[config.mk]
export PLATFORM = sky130hd
export DESIGN_NAME = cham128_block_encrypt_flat
export DESIGN_NICKNAME = d
export VERILOG_FILES = /design/src/design/cham_pkg.sv /design/src/design/cham_if.sv /design/src/design/cham_key.sv /design/src/design/cham_dp.sv /design/src/design/cham_ctrl.sv /design/src/design/cham128_block_encrypt.sv /design/src/flat_wrapper.sv
export SDC_FILE = /design/constraint.sdc
export NUM_CORES = 1
export LEC_CHECK = 0
export BUFFER_PORTS_ARGS = -buffer_cell sky130_fd_sc_hd__clkbuf_2
export CAP_MARGIN = 15
export CORE_MARGIN = 4
export CORE_UTILIZATION = 45
export DETAILED_ROUTE_END_ITERATION = 12
export GPL_TIMING_DRIVEN = 0
export PLACE_DENSITY = 0.68
export REMOVE_ABC_BUFFERS = 1
export SLEW_MARGIN = 10
export SYNTH_ARGS = -nofsm -noshare
export SYNTH_HDL_FRONTEND = slang
export SYNTH_SLANG_ARGS = --single-unit
[constraint.sdc]
create_clock -name clk -period 13.9 [get_ports clk]
set_input_delay 2.78 -clock clk [delete_from_list [all_inputs] [get_ports clk]]
set_output_delay 2.78 -clock clk [all_outputs]
set_load 0.005 [all_outputs]
[src/design/cham_pkg.sv]
// Shared types, constants and a rotate helper for the CHAM-128/128 encryption core.
package cham_pkg;

  localparam int unsigned WORD_W      = 32;
  localparam int unsigned BLOCK_WORDS = 4;
  localparam int unsigned KEY_WORDS   = 4;
  localparam int unsigned ROUNDS      = 80;
  localparam int unsigned ROUND_W     = $clog2(ROUNDS);
  localparam int unsigned RK_IDX_W    = 3;
  localparam int unsigned KEY_IDX_W   = $clog2(KEY_WORDS);
  localparam int unsigned CFG_IDX_W   = 8;

  typedef logic [WORD_W-1:0]    word_t;
  typedef logic [ROUND_W-1:0]   round_t;
  typedef logic [CFG_IDX_W-1:0] cfg_idx_t;

  localparam round_t LAST_ROUND = round_t'(ROUNDS - 1);

  // Configuration register map
  localparam cfg_idx_t REG_KEY_WORD0 = cfg_idx_t'(0);
  localparam cfg_idx_t REG_KEY_WORD1 = cfg_idx_t'(1);
  localparam cfg_idx_t REG_KEY_WORD2 = cfg_idx_t'(2);
  localparam cfg_idx_t REG_KEY_WORD3 = cfg_idx_t'(3);

  typedef enum logic [1:0] {
    ST_IDLE,
    ST_RUN,
    ST_HOLD
  } state_t;

  // Controller to datapath / key unit
  typedef struct packed {
    logic   load_in;         // capture plaintext into the round state
    logic   step;            // apply one round
    logic   out_load;        // fill the output register
    logic   out_from_round;  // take the output from this cycle's round result
    round_t round;           // current round number
  } ctrl_cmd_t;

  function automatic word_t rol(input word_t v, input int unsigned n);
    return word_t'((v << n) | (v >> (WORD_W - n)));
  endfunction

endpackage

[src/design/cham_if.sv]
// Valid/ready channel interfaces for plaintext, ciphertext and key writes.
interface cham_in_if;
  logic           valid;
  logic           ready;
  cham_pkg::word_t plain_word0;
  cham_pkg::word_t plain_word1;
  cham_pkg::word_t plain_word2;
  cham_pkg::word_t plain_word3;

  modport source (output valid, plain_word0, plain_word1, plain_word2, plain_word3,
                  input ready);
  modport sink   (input valid, plain_word0, plain_word1, plain_word2, plain_word3,
                  output ready);
endinterface

interface cham_out_if;
  logic           valid;
  logic           ready;
  cham_pkg::word_t cipher_word0;
  cham_pkg::word_t cipher_word1;
  cham_pkg::word_t cipher_word2;
  cham_pkg::word_t cipher_word3;

  modport source (output valid, cipher_word0, cipher_word1, cipher_word2, cipher_word3,
                  input ready);
  modport sink   (input valid, cipher_word0, cipher_word1, cipher_word2, cipher_word3,
                  output ready);
endinterface

interface cham_cfg_if;
  logic               valid;
  logic               ready;
  cham_pkg::cfg_idx_t index;
  cham_pkg::word_t    data;

  modport source (output valid, index, data, input ready);
  modport sink   (input valid, index, data, output ready);
endinterface

[src/design/cham_key.sv]
// Key registers and per-round key derivation.
module cham_key (
  input  logic               clk,
  input  logic               rst_n,
  input  logic               wr_en,
  input  cham_pkg::cfg_idx_t wr_index,
  input  cham_pkg::word_t    wr_data,
  input  cham_pkg::round_t   round,
  output cham_pkg::word_t    rk
);

  cham_pkg::word_t key_r   [cham_pkg::KEY_WORDS];
  cham_pkg::word_t key_nxt [cham_pkg::KEY_WORDS];

  logic [cham_pkg::RK_IDX_W-1:0]  rk_idx;
  logic [cham_pkg::KEY_IDX_W-1:0] key_sel;
  cham_pkg::word_t                k;

  always_comb begin
    for (int j = 0; j < cham_pkg::KEY_WORDS; j++) begin
      key_nxt[j] = key_r[j];
    end
    if (wr_en) begin
      case (wr_index)
        cham_pkg::REG_KEY_WORD0: key_nxt[0] = wr_data;
        cham_pkg::REG_KEY_WORD1: key_nxt[1] = wr_data;
        cham_pkg::REG_KEY_WORD2: key_nxt[2] = wr_data;
        cham_pkg::REG_KEY_WORD3: key_nxt[3] = wr_data;
        default: ;  // unmapped index, dropped
      endcase
    end
  end

  always_ff @(posedge clk) begin
    for (int j = 0; j < cham_pkg::KEY_WORDS; j++) begin
      if (!rst_n) begin
        key_r[j] <= '0;
      end else begin
        key_r[j] <= key_nxt[j];
      end
    end
  end

  // rk[0..3] use rol8 of key word j; rk[4..7] use rol11 of key word (idx^1)&3
  assign rk_idx  = round[cham_pkg::RK_IDX_W-1:0];
  assign key_sel = rk_idx[2] ? (rk_idx[1:0] ^ 2'b01) : rk_idx[1:0];
  assign k       = key_r[key_sel];

  always_comb begin
    if (rk_idx[2]) begin
      rk = k ^ cham_pkg::rol(k, 1) ^ cham_pkg::rol(k, 11);
    end else begin
      rk = k ^ cham_pkg::rol(k, 1) ^ cham_pkg::rol(k, 8);
    end
  end

endmodule

[src/design/cham_dp.sv]
// Round datapath: four-word state, one round per cycle, output register.
module cham_dp (
  input  logic                clk,
  input  cham_pkg::ctrl_cmd_t cmd,
  input  cham_pkg::word_t     plain  [cham_pkg::BLOCK_WORDS],
  input  cham_pkg::word_t     rk,
  output cham_pkg::word_t     cipher [cham_pkg::BLOCK_WORDS]
);

  cham_pkg::word_t x_r     [cham_pkg::BLOCK_WORDS];
  cham_pkg::word_t x_nxt   [cham_pkg::BLOCK_WORDS];
  cham_pkg::word_t out_r   [cham_pkg::BLOCK_WORDS];
  cham_pkg::word_t out_nxt [cham_pkg::BLOCK_WORDS];
  cham_pkg::word_t shifted [cham_pkg::BLOCK_WORDS];

  logic            odd;
  cham_pkg::word_t mixed;
  cham_pkg::word_t sum;
  cham_pkg::word_t nw;

  assign odd   = cmd.round[0];
  assign mixed = (odd ? cham_pkg::rol(x_r[1], 8) : cham_pkg::rol(x_r[1], 1)) ^ rk;
  assign sum   = (x_r[0] ^ cham_pkg::word_t'(cmd.round)) + mixed;
  assign nw    = odd ? cham_pkg::rol(sum, 1) : cham_pkg::rol(sum, 8);

  assign shifted[0] = x_r[1];
  assign shifted[1] = x_r[2];
  assign shifted[2] = x_r[3];
  assign shifted[3] = nw;

  always_comb begin
    for (int j = 0; j < cham_pkg::BLOCK_WORDS; j++) begin
      if (cmd.load_in) begin
        x_nxt[j] = plain[j];
      end else if (cmd.step) begin
        x_nxt[j] = shifted[j];
      end else begin
        x_nxt[j] = x_r[j];
      end
      if (cmd.out_load) begin
        out_nxt[j] = cmd.out_from_round ? shifted[j] : x_r[j];
      end else begin
        out_nxt[j] = out_r[j];
      end
    end
  end

  always_ff @(posedge clk) begin
    for (int j = 0; j < cham_pkg::BLOCK_WORDS; j++) begin
      x_r[j]   <= x_nxt[j];
      out_r[j] <= out_nxt[j];
    end
  end

  assign cipher = out_r;

endmodule

[src/design/cham_ctrl.sv]
// Controller: round sequencing and input/output handshake.
module cham_ctrl (
  input  logic                clk,
  input  logic                rst_n,
  input  logic                in_valid,
  input  logic                out_ready,
  output logic                in_ready,
  output logic                out_valid,
  output cham_pkg::ctrl_cmd_t cmd
);

  cham_pkg::state_t state_r, state_nxt;
  cham_pkg::round_t round_r, round_nxt;
  logic             out_valid_r, out_valid_nxt;
  logic             last;
  logic             out_free;
  logic             accept;

  assign last     = (round_r == cham_pkg::LAST_ROUND);
  assign out_free = !out_valid_r || out_ready;
  assign accept   = in_ready && in_valid;

  // Outputs
  always_comb begin
    in_ready  = 1'b0;
    cmd       = '0;
    cmd.round = round_r;
    case (state_r)
      cham_pkg::ST_IDLE: begin
        in_ready = 1'b1;
      end
      cham_pkg::ST_RUN: begin
        cmd.step = 1'b1;
        if (last && out_free) begin
          cmd.out_load       = 1'b1;
          cmd.out_from_round = 1'b1;
          in_ready           = 1'b1;
        end
      end
      cham_pkg::ST_HOLD: begin
        if (out_ready) begin
          cmd.out_load = 1'b1;
          in_ready     = 1'b1;
        end
      end
      default: ;
    endcase
    cmd.load_in = in_ready && in_valid;
  end

  // Next state
  always_comb begin
    state_nxt = state_r;
    case (state_r)
      cham_pkg::ST_IDLE: begin
        if (in_valid) begin
          state_nxt = cham_pkg::ST_RUN;
        end
      end
      cham_pkg::ST_RUN: begin
        if (last) begin
          if (!out_free) begin
            state_nxt = cham_pkg::ST_HOLD;
          end else if (in_valid) begin
            state_nxt = cham_pkg::ST_RUN;
          end else begin
            state_nxt = cham_pkg::ST_IDLE;
          end
        end
      end
      cham_pkg::ST_HOLD: begin
        if (out_ready) begin
          state_nxt = in_valid ? cham_pkg::ST_RUN : cham_pkg::ST_IDLE;
        end
      end
      default: state_nxt = cham_pkg::ST_IDLE;
    endcase
  end

  always_comb begin
    if (accept) begin
      round_nxt = '0;
    end else if (state_r == cham_pkg::ST_RUN && !last) begin
      round_nxt = round_r + cham_pkg::round_t'(1);
    end else begin
      round_nxt = round_r;
    end
  end

  always_comb begin
    if (cmd.out_load) begin
      out_valid_nxt = 1'b1;
    end else if (out_ready) begin
      out_valid_nxt = 1'b0;
    end else begin
      out_valid_nxt = out_valid_r;
    end
  end

  always_ff @(posedge clk) begin
    if (!rst_n) begin
      state_r     <= cham_pkg::ST_IDLE;
      round_r     <= '0;
      out_valid_r <= 1'b0;
    end else begin
      state_r     <= state_nxt;
      round_r     <= round_nxt;
      out_valid_r <= out_valid_nxt;
    end
  end

  assign out_valid = out_valid_r;

endmodule

[src/design/cham128_block_encrypt.sv]
// Top level of the CHAM-128/128 block encryption core.
// One 128-bit block goes in on in_ch as four 32-bit words (word 0 first) and the
// ciphertext comes out on out_ch in the same word order; every item in gives
// exactly one item out. The 128-bit key lives in four registers written over
// cfg_ch (index 0..3 = key words 0..3, other indexes ignored, all reset to 0);
// cfg_ch is always ready, and the key should only be changed while no block is
// in flight. A single round unit is iterated, one round per clock, and the
// last round's result goes into the output register. The next
// block is accepted on the same edge the previous result is loaded, so the
// core takes no new block while one is still in its rounds. The output
// register decouples the two sides: if the ciphertext is not taken, the core
// still finishes the block in hand and only then waits, holding in_ch.ready
// low until the output frees. Round keys are formed on the fly from the key
// registers each cycle.
module cham128_block_encrypt (
  input  logic    clk,
  input  logic    rst_n,
  cham_in_if.sink    in_ch,
  cham_out_if.source out_ch,
  cham_cfg_if.sink   cfg_ch
);

  cham_pkg::ctrl_cmd_t cmd;
  cham_pkg::word_t     rk;
  cham_pkg::word_t     plain  [cham_pkg::BLOCK_WORDS];
  cham_pkg::word_t     cipher [cham_pkg::BLOCK_WORDS];

  // key writes never stall
  assign cfg_ch.ready = 1'b1;

  assign plain[0] = in_ch.plain_word0;
  assign plain[1] = in_ch.plain_word1;
  assign plain[2] = in_ch.plain_word2;
  assign plain[3] = in_ch.plain_word3;

  cham_ctrl u_ctrl (
    .clk       (clk),
    .rst_n     (rst_n),
    .in_valid  (in_ch.valid),
    .out_ready (out_ch.ready),
    .in_ready  (in_ch.ready),
    .out_valid (out_ch.valid),
    .cmd       (cmd)
  );

  cham_key u_key (
    .clk      (clk),
    .rst_n    (rst_n),
    .wr_en    (cfg_ch.valid),
    .wr_index (cfg_ch.index),
    .wr_data  (cfg_ch.data),
    .round    (cmd.round),
    .rk       (rk)
  );

  cham_dp u_dp (
    .clk    (clk),
    .cmd    (cmd),
    .plain  (plain),
    .rk     (rk),
    .cipher (cipher)
  );

  // ciphertext straight from the output register
  assign out_ch.cipher_word0 = cipher[0];
  assign out_ch.cipher_word1 = cipher[1];
  assign out_ch.cipher_word2 = cipher[2];
  assign out_ch.cipher_word3 = cipher[3];

endmodule

[src/flat_wrapper.sv]
// flat-port wrapper written by rule: the top's interface ports become plain ports
module cham128_block_encrypt_flat 
  (clk, rst_n, in_ch_valid, in_ch_plain_word0, in_ch_plain_word1, in_ch_plain_word2, in_ch_plain_word3, in_ch_ready, out_ch_valid, out_ch_cipher_word0, out_ch_cipher_word1, out_ch_cipher_word2, out_ch_cipher_word3, out_ch_ready, cfg_ch_valid, cfg_ch_index, cfg_ch_data, cfg_ch_ready);
  cham_in_if in_ch_i ();
  cham_out_if out_ch_i ();
  cham_cfg_if cfg_ch_i ();
  input  logic clk;
  input  logic rst_n;
  input wire logic [$bits(in_ch_i.valid)-1:0] in_ch_valid;
  input wire logic [$bits(in_ch_i.plain_word0)-1:0] in_ch_plain_word0;
  input wire logic [$bits(in_ch_i.plain_word1)-1:0] in_ch_plain_word1;
  input wire logic [$bits(in_ch_i.plain_word2)-1:0] in_ch_plain_word2;
  input wire logic [$bits(in_ch_i.plain_word3)-1:0] in_ch_plain_word3;
  output wire logic [$bits(in_ch_i.ready)-1:0] in_ch_ready;
  output wire logic [$bits(out_ch_i.valid)-1:0] out_ch_valid;
  output wire logic [$bits(out_ch_i.cipher_word0)-1:0] out_ch_cipher_word0;
  output wire logic [$bits(out_ch_i.cipher_word1)-1:0] out_ch_cipher_word1;
  output wire logic [$bits(out_ch_i.cipher_word2)-1:0] out_ch_cipher_word2;
  output wire logic [$bits(out_ch_i.cipher_word3)-1:0] out_ch_cipher_word3;
  input wire logic [$bits(out_ch_i.ready)-1:0] out_ch_ready;
  input wire logic [$bits(cfg_ch_i.valid)-1:0] cfg_ch_valid;
  input wire logic [$bits(cfg_ch_i.index)-1:0] cfg_ch_index;
  input wire logic [$bits(cfg_ch_i.data)-1:0] cfg_ch_data;
  output wire logic [$bits(cfg_ch_i.ready)-1:0] cfg_ch_ready;
  assign in_ch_i.valid = in_ch_valid;
  assign in_ch_i.plain_word0 = in_ch_plain_word0;
  assign in_ch_i.plain_word1 = in_ch_plain_word1;
  assign in_ch_i.plain_word2 = in_ch_plain_word2;
  assign in_ch_i.plain_word3 = in_ch_plain_word3;
  assign in_ch_ready = in_ch_i.ready;
  assign out_ch_valid = out_ch_i.valid;
  assign out_ch_cipher_word0 = out_ch_i.cipher_word0;
  assign out_ch_cipher_word1 = out_ch_i.cipher_word1;
  assign out_ch_cipher_word2 = out_ch_i.cipher_word2;
  assign out_ch_cipher_word3 = out_ch_i.cipher_word3;
  assign out_ch_i.ready = out_ch_ready;
  assign cfg_ch_i.valid = cfg_ch_valid;
  assign cfg_ch_i.index = cfg_ch_index;
  assign cfg_ch_i.data = cfg_ch_data;
  assign cfg_ch_ready = cfg_ch_i.ready;
  cham128_block_encrypt u_core (.clk(clk), .rst_n(rst_n), .in_ch(in_ch_i), .out_ch(out_ch_i), .cfg_ch(cfg_ch_i));
endmodule
==> results by group, run 1 <==
Worst setup path
  • Reg2Reg Depth: 17
  • Worst Path Required: 11.12 ns
  • Crit path kind: in -> out
  • Crit path arrival time: 4.39 ns
  • Endpoint class of the critical path: output port
  • CP Max Fanout: 46
  • CP Launch Type: primary input

STA
  • Count of final setup violators: 0
  • RSZ-0062 raised after global routing: false
  • Fmax: about 140 MHz
  • Clock skew: about 0.023 ns
  • WHS: 0.566 ns
  • Post-layout min period: 7.17 ns
  • Final hold vios: 0
  • Worst-Margin Slew: 0.953 ns
  • Final Cycle Share: 51.6%
  • Max-slew violations: 0
  • Max-slew headroom: 36.4%

Finish
  • Fill cells: ~3800
  • Post-route core utilization: 55.0%
  • Nets: 2367
  • Area Overhead vs Synth: 19.5%
  • Final Non-Filler Cells: 2779
  • Area of the multi-input gates: between 8000 and 9000 µm²
  • Area of all sequential standard cells: ~12000 µm²
  • Fraction of layout cells with a size suffix above 1: 21.2%

Logic synthesis
  • Synth Area in Compound Gates: 5.51%
  • Xor/xnor share of the synthesized area: just under 6%
  • Post-synth top flop: edfxtp_1
  • Synth Register Bits: 394
  • Async set-reset flop share out of synthesis: 0%
  • Gate Count Post-Synth: 1878
  • Post-synth EDFFs: 384
  • Cell taking the most area after synthesis: edfxtp_1
  • Synth top area share: 56.2%
  • Synthesized area: approximately 21000 µm²
  • Cell variety after synth: just under 60
  • Syn_area_per_cell: 10.9 µm²
  • Post-synthesis mux area share: about 8.5%
  • Largest family of logic cells by synthesized area: simple AND/OR/NAND/NOR gates
  • Sequential fraction of the synthesis area: 57.2%
  • Ys Warns: 0
  • Post-Synth Adder-Cell Area: 2.41%
  • Post-Synth Simple-Gate Area: 18.5%
  • Top cells by area, synth: edfxtp_1, nand2_1, and2_1, mux2i_1, mux4_2

Die
  • Initial core utilization: 46.0%
  • Die X: 222 µm
  • Core region area: 44600 µm²
  • Rows: 77
  • Die area: 49100 µm²
  • DIE HEIGHT: 222 µm
  • IO Pins: 304

Drt
  • Starting DRT DRC Count: 1502
  • WL per Instance: 21.1 µm
  • Drt drc: 0
  • Drt first pass iters: 5
  • Drt via density: 5.44
  • Antenna viol nets, final: 0
  • Via count: 15100
  • Final WL: 58.6 mm

Clock tree
  • Root Driver: clkbuf_16
  • Level count of the clock H-tree: 2
  • Inserted Clock Buffers: 41
  • Post-CTS Hold Fix Bufs: 0
  • Reg clk slew, reported paths: 0.06 ns
  • TritonCTS sink count: about 390
  • TritonCTS clock tree: done
  • Setup Buffers After CTS: 0
  • Post_cts resized: 0
  • Skew-Pair Late Insertion Delay: 0.57 ns
  • Maximum root-to-sink buffer count: 3

Run status
  • Status: finished clean

Global routing
  • Busiest grt layer: met2
  • Met2 Track Usage GR: 39.0%
  • Vias in the first global route: 14800
  • Met3 Track Usage GR: about 4.6%
  • GRT overflow: 0
  • First-pass GRT wire length: 87.7 mm
  • Initial antenna violation count: 8
  • Met1 Use GR: 29.6%
  • Pin count of the biggest net entering global routing: 75
  • Tot GR Track Use: 23.0%

Place
  • Placed insts: 2704
  • Final GP Congestion: 0.934
  • IO buf count: between 300 and 400
  • Hpwl dp: 42.9 mm

Pwr
  • Pwr Density: between 150 and 200 nW/µm²
  • Worst vdd ir: 0.0930 mV
  • Leakage: 10.0 nW

Hold path
  • Hold depth: 2
  • Hold WC Path Type: reg -> reg

Run
  • Max-cap violations: 0
layout by cell type (no fill, tap or decap), types with 6 or more instances in the layout:
cell type  instances
a21o_1            19
a21oi_1           52
a22oi_1            7
a31oi_1           10
and2_1           134
buf_12             8
buf_16            17
clkbuf_1           9
clkbuf_16         43
clkbuf_2         302
clkinv_1           6
clkinv_2           6
dfxtp_1            7
edfxtp_1         384
ha_1              38
inv_1             13
mux2_2            22
mux2i_1           78
mux4_2            32
nand2_1          638
nand3_1           12
nand4_1            8
nor2_1            54
nor3_1             9
o21a_1             7
o21ai_0           27
o21ai_1           15
xnor2_1           78
xor2_1            55
critical path: stages:
cell      delay (ns)
clkbuf_2        0.12
nand2b_1        0.14
nand2_1         0.14
or2_4           0.48
a31oi_1         0.53
clkbuf_2        0.21
where the power goes:
group          internal (W)  switching (W)
sequential          0.00156       0.000158
combinational      0.000699        0.00116
clock              0.000663       0.000457
registers in the layout, summed over array words and instances, names as in the netlist:
signal                   flops
u_core.u_ctrl.out_valid      1
u_core.u_ctrl.round_r        7
u_core.u_ctrl.state_r        2
u_core.u_dp.cipher         128
u_core.u_dp.x_r            128
u_core.u_key.key_r         128
logic make-up after synthesis:
logic type	Yosys count
adders and majority gates	39
and+or+nand+nor	890
buffers and inverters	107
AOI/OAI and AO/OA	181
DFF	394
xor gates and xnor gates	134
muxes	132
other	1
layout make-up:
type | count | share of cell area [%]
Clock buffer | 53 | 4.58
Timing Repair Buffer | 328 | 8.77
Inverter | 13 | 0.199
Multi-Input combinational cell | 1377 | 34.6
Clock inverter | 20 | 0.929
Tap cell | 592 | 3.02
Sequential cell | 394 | 47.9
Antenna cell | 2 | 0.0204
Yosys cell counts (8+ instances only):
library cell and instances:
nand2_1 639, edfxtp_1 384, and2_1 135, clkbuf_1 82, mux2i_1 78, xnor2_1 78, nor2_1 59, xor2_1 55
a21oi_1 52, ha_1 38, mux4_2 32, o21ai_0 31, mux2_2 22, a21o_1 19, o21ai_1 15, inv_1 13
nand3_1 12, a31oi_1 10, dfxtp_1 10, nor3_1 9, nand4_1 8
per-layer routing:
layer	vias to the layer above	share of wire, %
li1	7079	-
met1	7314	40
met2	598	49
met3	114	7.0
met4	12	3.5
met5	-	0.15
metrics by stage:
stage               total power [W]  setup TNS, ns  setup WS, ns  instance area, µm²
floorplan                   0.00295        -157.79         -1.22               20200
global placement            0.00355       -2619.87        -14.58               22400
detailed placement          0.00358              0          6.74               23200
CTS                         0.00471              0          6.74               24500
global route                0.00495              0          6.61               24500
finish                      0.00470              0          6.73               24500
path summary, 6_finish.rpt:
path,startpoint,endpoint,slack [ns]
max reg2reg,u_core.u_ctrl.round_r[0],u_core.u_dp.x_r[3][2],7.55
min,u_core.u_dp.x_r[0][19],u_core.u_dp.cipher[115],0.57
min reg2reg,u_core.u_dp.x_r[0][19],u_core.u_dp.cipher[115],0.57
max,out_ch_ready,in_ch_ready,6.73
Note: power is estimated with default switching activity, not from simulation.
==> inputs of run 2 (changes only) <==
- PLACE_DENSITY: 0.68 -> 0.65
- clock period: 13.9 -> 6.8 ns (I/O delays scaled with it)
==> run 2 against run 1 <==
Against the previous run:
- critical path depth grew 12
- clock-buffer cell count grew 4
- worst hold slack lost 0.0051 ns
- setup slack lost 6.3 ns
- register-to-register slack lost 7.1 ns
- final cell count grew 0.11%
- core utilization grew 0.081 points
- critical endpoint is now u_core.u_dp.x_r[3][2]
==> results by group, run 2 (synthesis results as in run 1) <==
Run status
  • Status: finished clean (unchanged)

Drt
  • Via count: 15000 (was 15100)
  • Starting DRT DRC Count: 1569 (was 1502)
  • Drt first pass iters: 8 (was 5)
  • WL per Instance: 21.1 µm (about the same)
  • Antenna viol nets, final: 0 (unchanged)
  • Drt via density: 5.38 (was 5.44)
  • Drt drc: 0 (unchanged)
  • Final WL: 58.8 mm (was 58.6 mm)

Clock tree
  • Root Driver: clkbuf_16 (unchanged)
  • Skew-Pair Late Insertion Delay: 0.56 ns (was 0.57 ns)
  • Inserted Clock Buffers: 43 (was 41)
  • Reg clk slew, reported paths: 0.06 ns (about the same)
  • TritonCTS clock tree: done (unchanged)
  • Post-CTS Hold Fix Bufs: 0 (unchanged)
  • Level count of the clock H-tree: 2 (unchanged)
  • TritonCTS sink count: 394 (unchanged)
  • Maximum root-to-sink buffer count: 3 (unchanged)
  • Setup Buffers After CTS: 0 (unchanged)
  • Post_cts resized: 0 (unchanged)

Run
  • Max-cap violations: 0 (unchanged)

STA
  • WHS: 0.560 ns (was 0.566 ns)
  • RSZ-0062 raised after global routing: false (unchanged)
  • Final Cycle Share: slightly above 90%
  • Clock skew: 0.0147 ns (was 0.0234 ns)
  • Post-route setup TNS: 0 ns (unchanged)
  • Post-layout min period: between 6 and 7 ns
  • Final hold vios: 0 (unchanged)
  • Worst-Margin Slew: 0.928 ns (was 0.953 ns)
  • Max-slew violations: 0 (unchanged)
  • Fmax: 158 MHz
  • Max-slew headroom: 38.1% (was 36.4%)
  • Count of final setup violators: 0 (unchanged)

Finish
  • Final Non-Filler Cells: 2782 (was 2779)
  • Post-route core utilization: 55.0% (about the same)
  • Commonest non-fill, non-tap cell in the layout: nand2_1 (unchanged)
  • Nets: 2369 (was 2367)
  • Final instance area: 24600 µm² (was 24500 µm²)
  • Fraction of layout cells with a size suffix above 1: 21.2% (about the same)
  • Area Overhead vs Synth: 19.6% (was 19.5%)
  • Most frequent cells in the layout: nand2_1, edfxtp_1, clkbuf_2 (unchanged)

Worst setup path
  • CP Max Fanout: 46 (unchanged)
  • Worst Path Required: 7.08 ns (was 11.12 ns)
  • Crit path kind: reg -> reg (was in -> out)
  • CP Launch Type: flop (was primary input)
  • Largest stage delay, worst path: 0.62 ns (was 0.53 ns)
  • Critical-path cell with the highest stage delay: mux4_2 (was a31oi_1)
  • Endpoint class of the critical path: flop (was output port)
  • Crit path arrival time: 6.62 ns (was 4.39 ns)
  • Cell Chain, Critical Path: buf_16 -> xor2_4 -> buf_16 -> buf_12 -> mux4_2 -> xor2_1 -> xnor2_1 -> xnor2_1 -> ha_1 -> fa_1 -> a21o_1 -> a311oi_1 -> o21ai_1 -> a21oi_1 -> o221ai_1 -> a211oi_1 -> xor2_1 -> o221ai_1 (was clkbuf_2 -> nand2b_1 -> nand2_1 -> or2_4 -> a31oi_1 -> clkbuf_2)

Pwr
  • P_int: 0.00600 W (was 0.00293 W)
  • Power share of the clock group: 24.0% (was 23.8%)
  • Worst vdd ir: 0.173 mV (was 0.0930 mV)
  • Leakage: 10.0 nW (about the same)
  • Switching power: 0.00362 W (was 0.00178 W)
  • Combinational power share: 39.4% (was 39.6%)
  • Pwr Density: 392 nW/µm² (was 192 nW/µm²)
  • Sequential cell fraction of total power: 36.6% (about the same)
  • Sw Share: 37.7% (was 37.8%)

Global routing
  • Initial antenna violation count: 4 (was 8)
  • GRT overflow: 0 (unchanged)
  • Pin count of the biggest net entering global routing: 64 (was 75)
  • First-pass GRT wire length: 88.7 mm (was 87.7 mm)
  • Tot GR Track Use: 23.2% (was 23.0%)
  • Vias in the first global route: 14800 (about the same)

Hold path
  • Hold WC Path Type: reg -> reg (unchanged)

Die
  • Core region area: 44600 µm² (unchanged)
  • DIE HEIGHT: 222 µm (unchanged)
  • Die area: 49100 µm² (unchanged)
  • IO Pins: 304 (unchanged)
  • Die X: 222 µm (unchanged)
  • Rows: 77 (unchanged)
  • Initial core utilization: 46.0% (unchanged)

Place
  • Hpwl dp: 43.2 mm (was 42.9 mm)
  • Placement Cell Area: 23200 µm² (about the same)
  • Final GP Congestion: 0.902 (was 0.934)
  • IO buf count: 302 (unchanged)
  • Placed insts: 2704 (unchanged)
## run 2: layout make-up
cell class	instances	area (µm²)
Fill cell	3818	20100
Sequential cell	394	11700
Multi-Input combinational cell	1377	8490
Timing Repair Buffer	328	2150
Clock buffer	57	1180
Tap cell	592	741
Clock inverter	20	203
Inverter	13	48.8
Antenna cell	1	2.50
## run 2: power by group through the flow
stage | registers [W] | logic [W] | clock network (W)
after floorplan | 0.00344 | 0.00258 | 0
after global placement | 0.00361 | 0.00368 | 0
after detailed placement | 0.00356 | 0.00375 | 0
after CTS | 0.00351 | 0.00377 | 0.00236
after global routing | 0.00355 | 0.00414 | 0.00247
final | 0.00352 | 0.00379 | 0.00231
## run 2: path summary, 6_finish.rpt
check                                         startpoint                      end  slack, ns  depth (start not counted)
worst max-delay path            u_core.u_ctrl.round_r[0]    u_core.u_dp.x_r[3][2]       0.46                         18
worst min-delay path              u_core.u_dp.x_r[0][19]  u_core.u_dp.cipher[115]       0.56                          2
worst max register to register  u_core.u_ctrl.round_r[0]    u_core.u_dp.x_r[3][2]       0.46                         18
worst min register to register    u_core.u_dp.x_r[0][19]  u_core.u_dp.cipher[115]       0.56                          2
## run 2: layer usage
layer  vias to the layer above  global-route usage [%]  wire length, µm
met5                         -                       0               35
met4                         6                    6.30             1600
met3                        89                    3.99             3490
met2                       493                    39.7            29200
met1                      7293                    30.8            24500
li1                       7092                       -                -
## run 2: metrics by stage
stage               power [W]  setup slack [ns]
detailed placement    0.00731             0.424
global placement      0.00729            -21.50
global route           0.0102            0.0730
finish                0.00962             0.457
floorplan             0.00603             -7.78
CTS                   0.00964             0.378
## run 2: worst max-delay path, delay by kind of cell, from the launching register on
kind / cells / cell delay (ns)
XOR/XNOR: 5 / 1.47
flip-flops: 1 / 0.55
adder cells (fa/ha/maj): 2 / 0.78
multiplexers: 1 / 0.62
buffers and inverters: 3 / 0.73
AO/OA/AOI/OAI: 7 / 1.90
==> inputs of run 3 (changes only) <==
- CORE_UTILIZATION: 45 -> 50
- PLACE_DENSITY: 0.65 -> 0.71
==> run 3 against run 2 <==
Against the previous run:
- via count rose by 1.4%
- critical path depth fell by 1
- design area fell by 0.66%
- worst hold slack got worse by 0.0021 ns
- clock skew rose by 0.0030 ns
- clock-buffer cell count fell by 3
- register-to-register slack improved by 0.19 ns
- first-iteration DRC count fell by 8.1%
- wire length fell by 1.3%
- setup slack improved by 0.19 ns
- clock power fell by 6%
- highest routed layer is now met4
==> results by group, run 3 (synthesis results as in run 1) <==
Run status
  • Status: finished clean (unchanged)

Finish
  • Post-route core utilization: 60.7% (was 55.0%)
  • Nets: 2369 (unchanged)
  • Fraction of layout cells with a size suffix above 1: 21.1% (was 21.2%)
  • Area of the multi-input gates: 8480 µm² (was 8490 µm²)
  • Area of all sequential standard cells: 11700 µm² (unchanged)
  • Most frequent cells in the layout: nand2_1, edfxtp_1, clkbuf_2 (unchanged)
  • Fill cells: 3230 (was 3818)
  • Final instance area: 24400 µm² (was 24600 µm²)
  • Commonest non-fill, non-tap cell in the layout: nand2_1 (unchanged)
  • Area Overhead vs Synth: 18.8% (was 19.6%)

Global routing
  • Tot GR Track Use: 25.5% (was 23.2%)
  • Initial antenna violation count: 1 (was 4)
  • Pin count of the biggest net entering global routing: 61 (was 64)
  • GRT overflow: 0 (unchanged)
  • First-pass GRT wire length: 87.5 mm (was 88.7 mm)
  • Vias in the first global route: 14800 (about the same)

Pwr
  • Pwr Density: 389 nW/µm² (was 392 nW/µm²)
  • Worst vdd ir: 0.226 mV (was 0.173 mV)
  • Tot Pwr: 0.00950 W (was 0.00962 W)
  • Leakage: 9.97 nW (was 10.0 nW)

Drt
  • Antenna viol nets, final: 0 (unchanged)
  • Via count: 15200 (was 15000)
  • Drt drc: 0 (unchanged)
  • Met3 WL post-DR: 4.26 mm (was 3.49 mm)
  • Final WL: 58.0 mm (was 58.8 mm)
  • Wl on met1: 23.2 mm (was 24.5 mm)
  • Met2 routed WL: 28.7 mm (was 29.2 mm)
  • Drt first pass iters: 5 (was 8)
  • Starting DRT DRC Count: 1442 (was 1569)
  • WL per Instance: 21.4 µm (was 21.1 µm)
  • Highest routed layer: met4 (was met5)
  • Drt via density: 5.60 (was 5.38)

Place
  • Hpwl dp: 42.6 mm (was 43.2 mm)
  • Placement Cell Area: 23100 µm² (was 23200 µm²)
  • DP Worst Slack: 0.651 ns (was 0.424 ns)
  • Final GP Congestion: 0.928 (was 0.902)
  • IO buf count: 302 (unchanged)

Die
  • Rows: 73 (was 77)
  • Initial core utilization: 51.1% (was 46.0%)
  • IO Pins: 304 (unchanged)
  • Core region area: 40200 µm² (was 44600 µm²)
  • Die area: 44400 µm² (was 49100 µm²)
  • Die X: 211 µm (was 222 µm)
  • DIE HEIGHT: 211 µm (was 222 µm)

Worst setup path
  • CP Launch Type: flop (unchanged)
  • Crit path arrival time: 6.45 ns (was 6.62 ns)
  • Largest stage delay, worst path: 0.64 ns (was 0.62 ns)
  • Crit path max-delay family: compound AO/OA/AOI/OAI gates (unchanged)
  • Worst Path Required: 7.09 ns (was 7.08 ns)
  • Critical-path cell with the highest stage delay: dfxtp_4 (was mux4_2)
  • Endpoint class of the critical path: flop (unchanged)
  • Cell Chain, Critical Path: buf_12 -> xor2_4 -> buf_16 -> buf_12 -> mux4_2 -> mux2i_1 -> xnor2_1 -> ha_1 -> fa_1 -> a21o_1 -> a311oi_1 -> o21ai_1 -> a21oi_1 -> o221ai_1 -> a211oi_1 -> xor2_1 -> o221ai_1 (was buf_16 -> xor2_4 -> buf_16 -> buf_12 -> mux4_2 -> xor2_1 -> xnor2_1 -> xnor2_1 -> ha_1 -> fa_1 -> a21o_1 -> a311oi_1 -> o21ai_1 -> a21oi_1 -> o221ai_1 -> a211oi_1 -> xor2_1 -> o221ai_1)
  • Crit path kind: reg -> reg (unchanged)
  • Crit path buffers/inverters: 3 (unchanged)
  • CP Max Fanout: 37 (was 46)

STA
  • Fmax: 162 MHz (was 158 MHz)
  • Worst-Margin Slew: 0.937 ns (was 0.928 ns)
  • Count of final setup violators: 0 (unchanged)
  • RSZ-0062 raised after global routing: false (unchanged)
  • Clock skew: 0.0177 ns (was 0.0147 ns)
  • Post-route setup TNS: 0 ns (unchanged)
  • Max-slew violations: 0 (unchanged)
  • Final worst slack: 0.642 ns (was 0.457 ns)
  • Final Cycle Share: 90.6% (was 93.3%)
  • Max-slew headroom: 37.5% (was 38.1%)
  • Post-layout min period: 6.16 ns (was 6.34 ns)
  • Final hold vios: 0 (unchanged)

Clock tree
  • Setup Buffers After CTS: 0 (unchanged)
  • Reg clk slew, reported paths: 0.06 ns (about the same)
  • Inserted Clock Buffers: 41 (was 43)
  • Root Driver: clkbuf_16 (unchanged)
  • Maximum root-to-sink buffer count: 3 (unchanged)
  • Level count of the clock H-tree: 2 (unchanged)
  • Skew-Pair Late Insertion Delay: 0.57 ns (was 0.56 ns)
  • TritonCTS clock tree: done (unchanged)
  • Post_cts resized: 0 (unchanged)
  • TritonCTS sink count: 394 (unchanged)
  • Post-CTS Hold Fix Bufs: 0 (unchanged)

Run
  • Max-cap violations: 0 (unchanged)

Hold path
  • Hold WC Path Type: reg -> reg (unchanged)
==> run 3: cell types whose count changed in the layout (fill, tap and decap cells not counted), sizes merged <==
cell,previous run,this run
bufinv,4,3
buf,26,28
clkbuf,359,356
clkinvlp,3,2
diode,1,2
clkinv,12,10
==> run 3: path summary, 6_finish.rpt <==
kind	start	end	slack, ns	cells past startpoint
worst min register to register	u_core.u_dp.x_r[2][8]	u_core.u_dp.cipher[72]	0.56	2
worst max register to register	u_core.u_ctrl.round_r[0]	u_core.u_dp.x_r[3][2]	0.64	17
worst min-delay path	u_core.u_dp.x_r[2][8]	u_core.u_dp.cipher[72]	0.56	2
worst max-delay path	u_core.u_ctrl.round_r[0]	u_core.u_dp.x_r[3][2]	0.64	17
==> run 3: where the power goes <==
part | leakage, nW | switching, W | internal, W | total (W)
Combinational | 5.64 | 0.00237 | 0.00142 | 0.00380
Clock | 0.618 | 0.000914 | 0.00127 | 0.00218
Sequential | 3.72 | 0.000321 | 0.00320 | 0.00352
Total | 9.97 | 0.00361 | 0.00589 | 0.00950
==> run 3: layer usage <==
metal / GRT usage (%) / up-vias
li1: - / 7073
met1: 33.9 / 7407
met2: 43.3 / 593
met3: 4.06 / 107
met4: 8.14 / 0
met5: 0 / -
==> run 3: layout make-up <==
class / instances / share of cell area [%]
Tap cell: 525 / 2.69
Timing Repair Buffer: 330 / 8.98
Multi-Input combinational cell: 1377 / 34.8
Antenna cell: 2 / 0.0205
Sequential cell: 394 / 48.1
Inverter: 13 / 0.200
Clock inverter: 16 / 0.646
Clock buffer: 54 / 4.58
==> run 3: worst reg2reg max path: stages (launching register included) <==
cell and delay [ns]:
dfxtp_4 0.64, buf_12 0.33, xor2_4 0.38, buf_16 0.22, buf_12 0.19, mux4_2 0.65
mux2i_1 0.23, xnor2_1 0.17, ha_1 0.32, fa_1 0.49, a21o_1 0.22, a311oi_1 0.40
o21ai_1 0.22, a21oi_1 0.25, o221ai_1 0.25, a211oi_1 0.31, xor2_1 0.44, o221ai_1 0.18
==> run 3: per-stage QoR <==
stage / hold WS, ns / std cells
floorplan: 0.519 / 1784
global placement: 0.544 / 2611
detailed placement: 0.546 / 2639
CTS: 0.562 / 2709
global route: 0.595 / 2710
finish: 0.558 / 2711
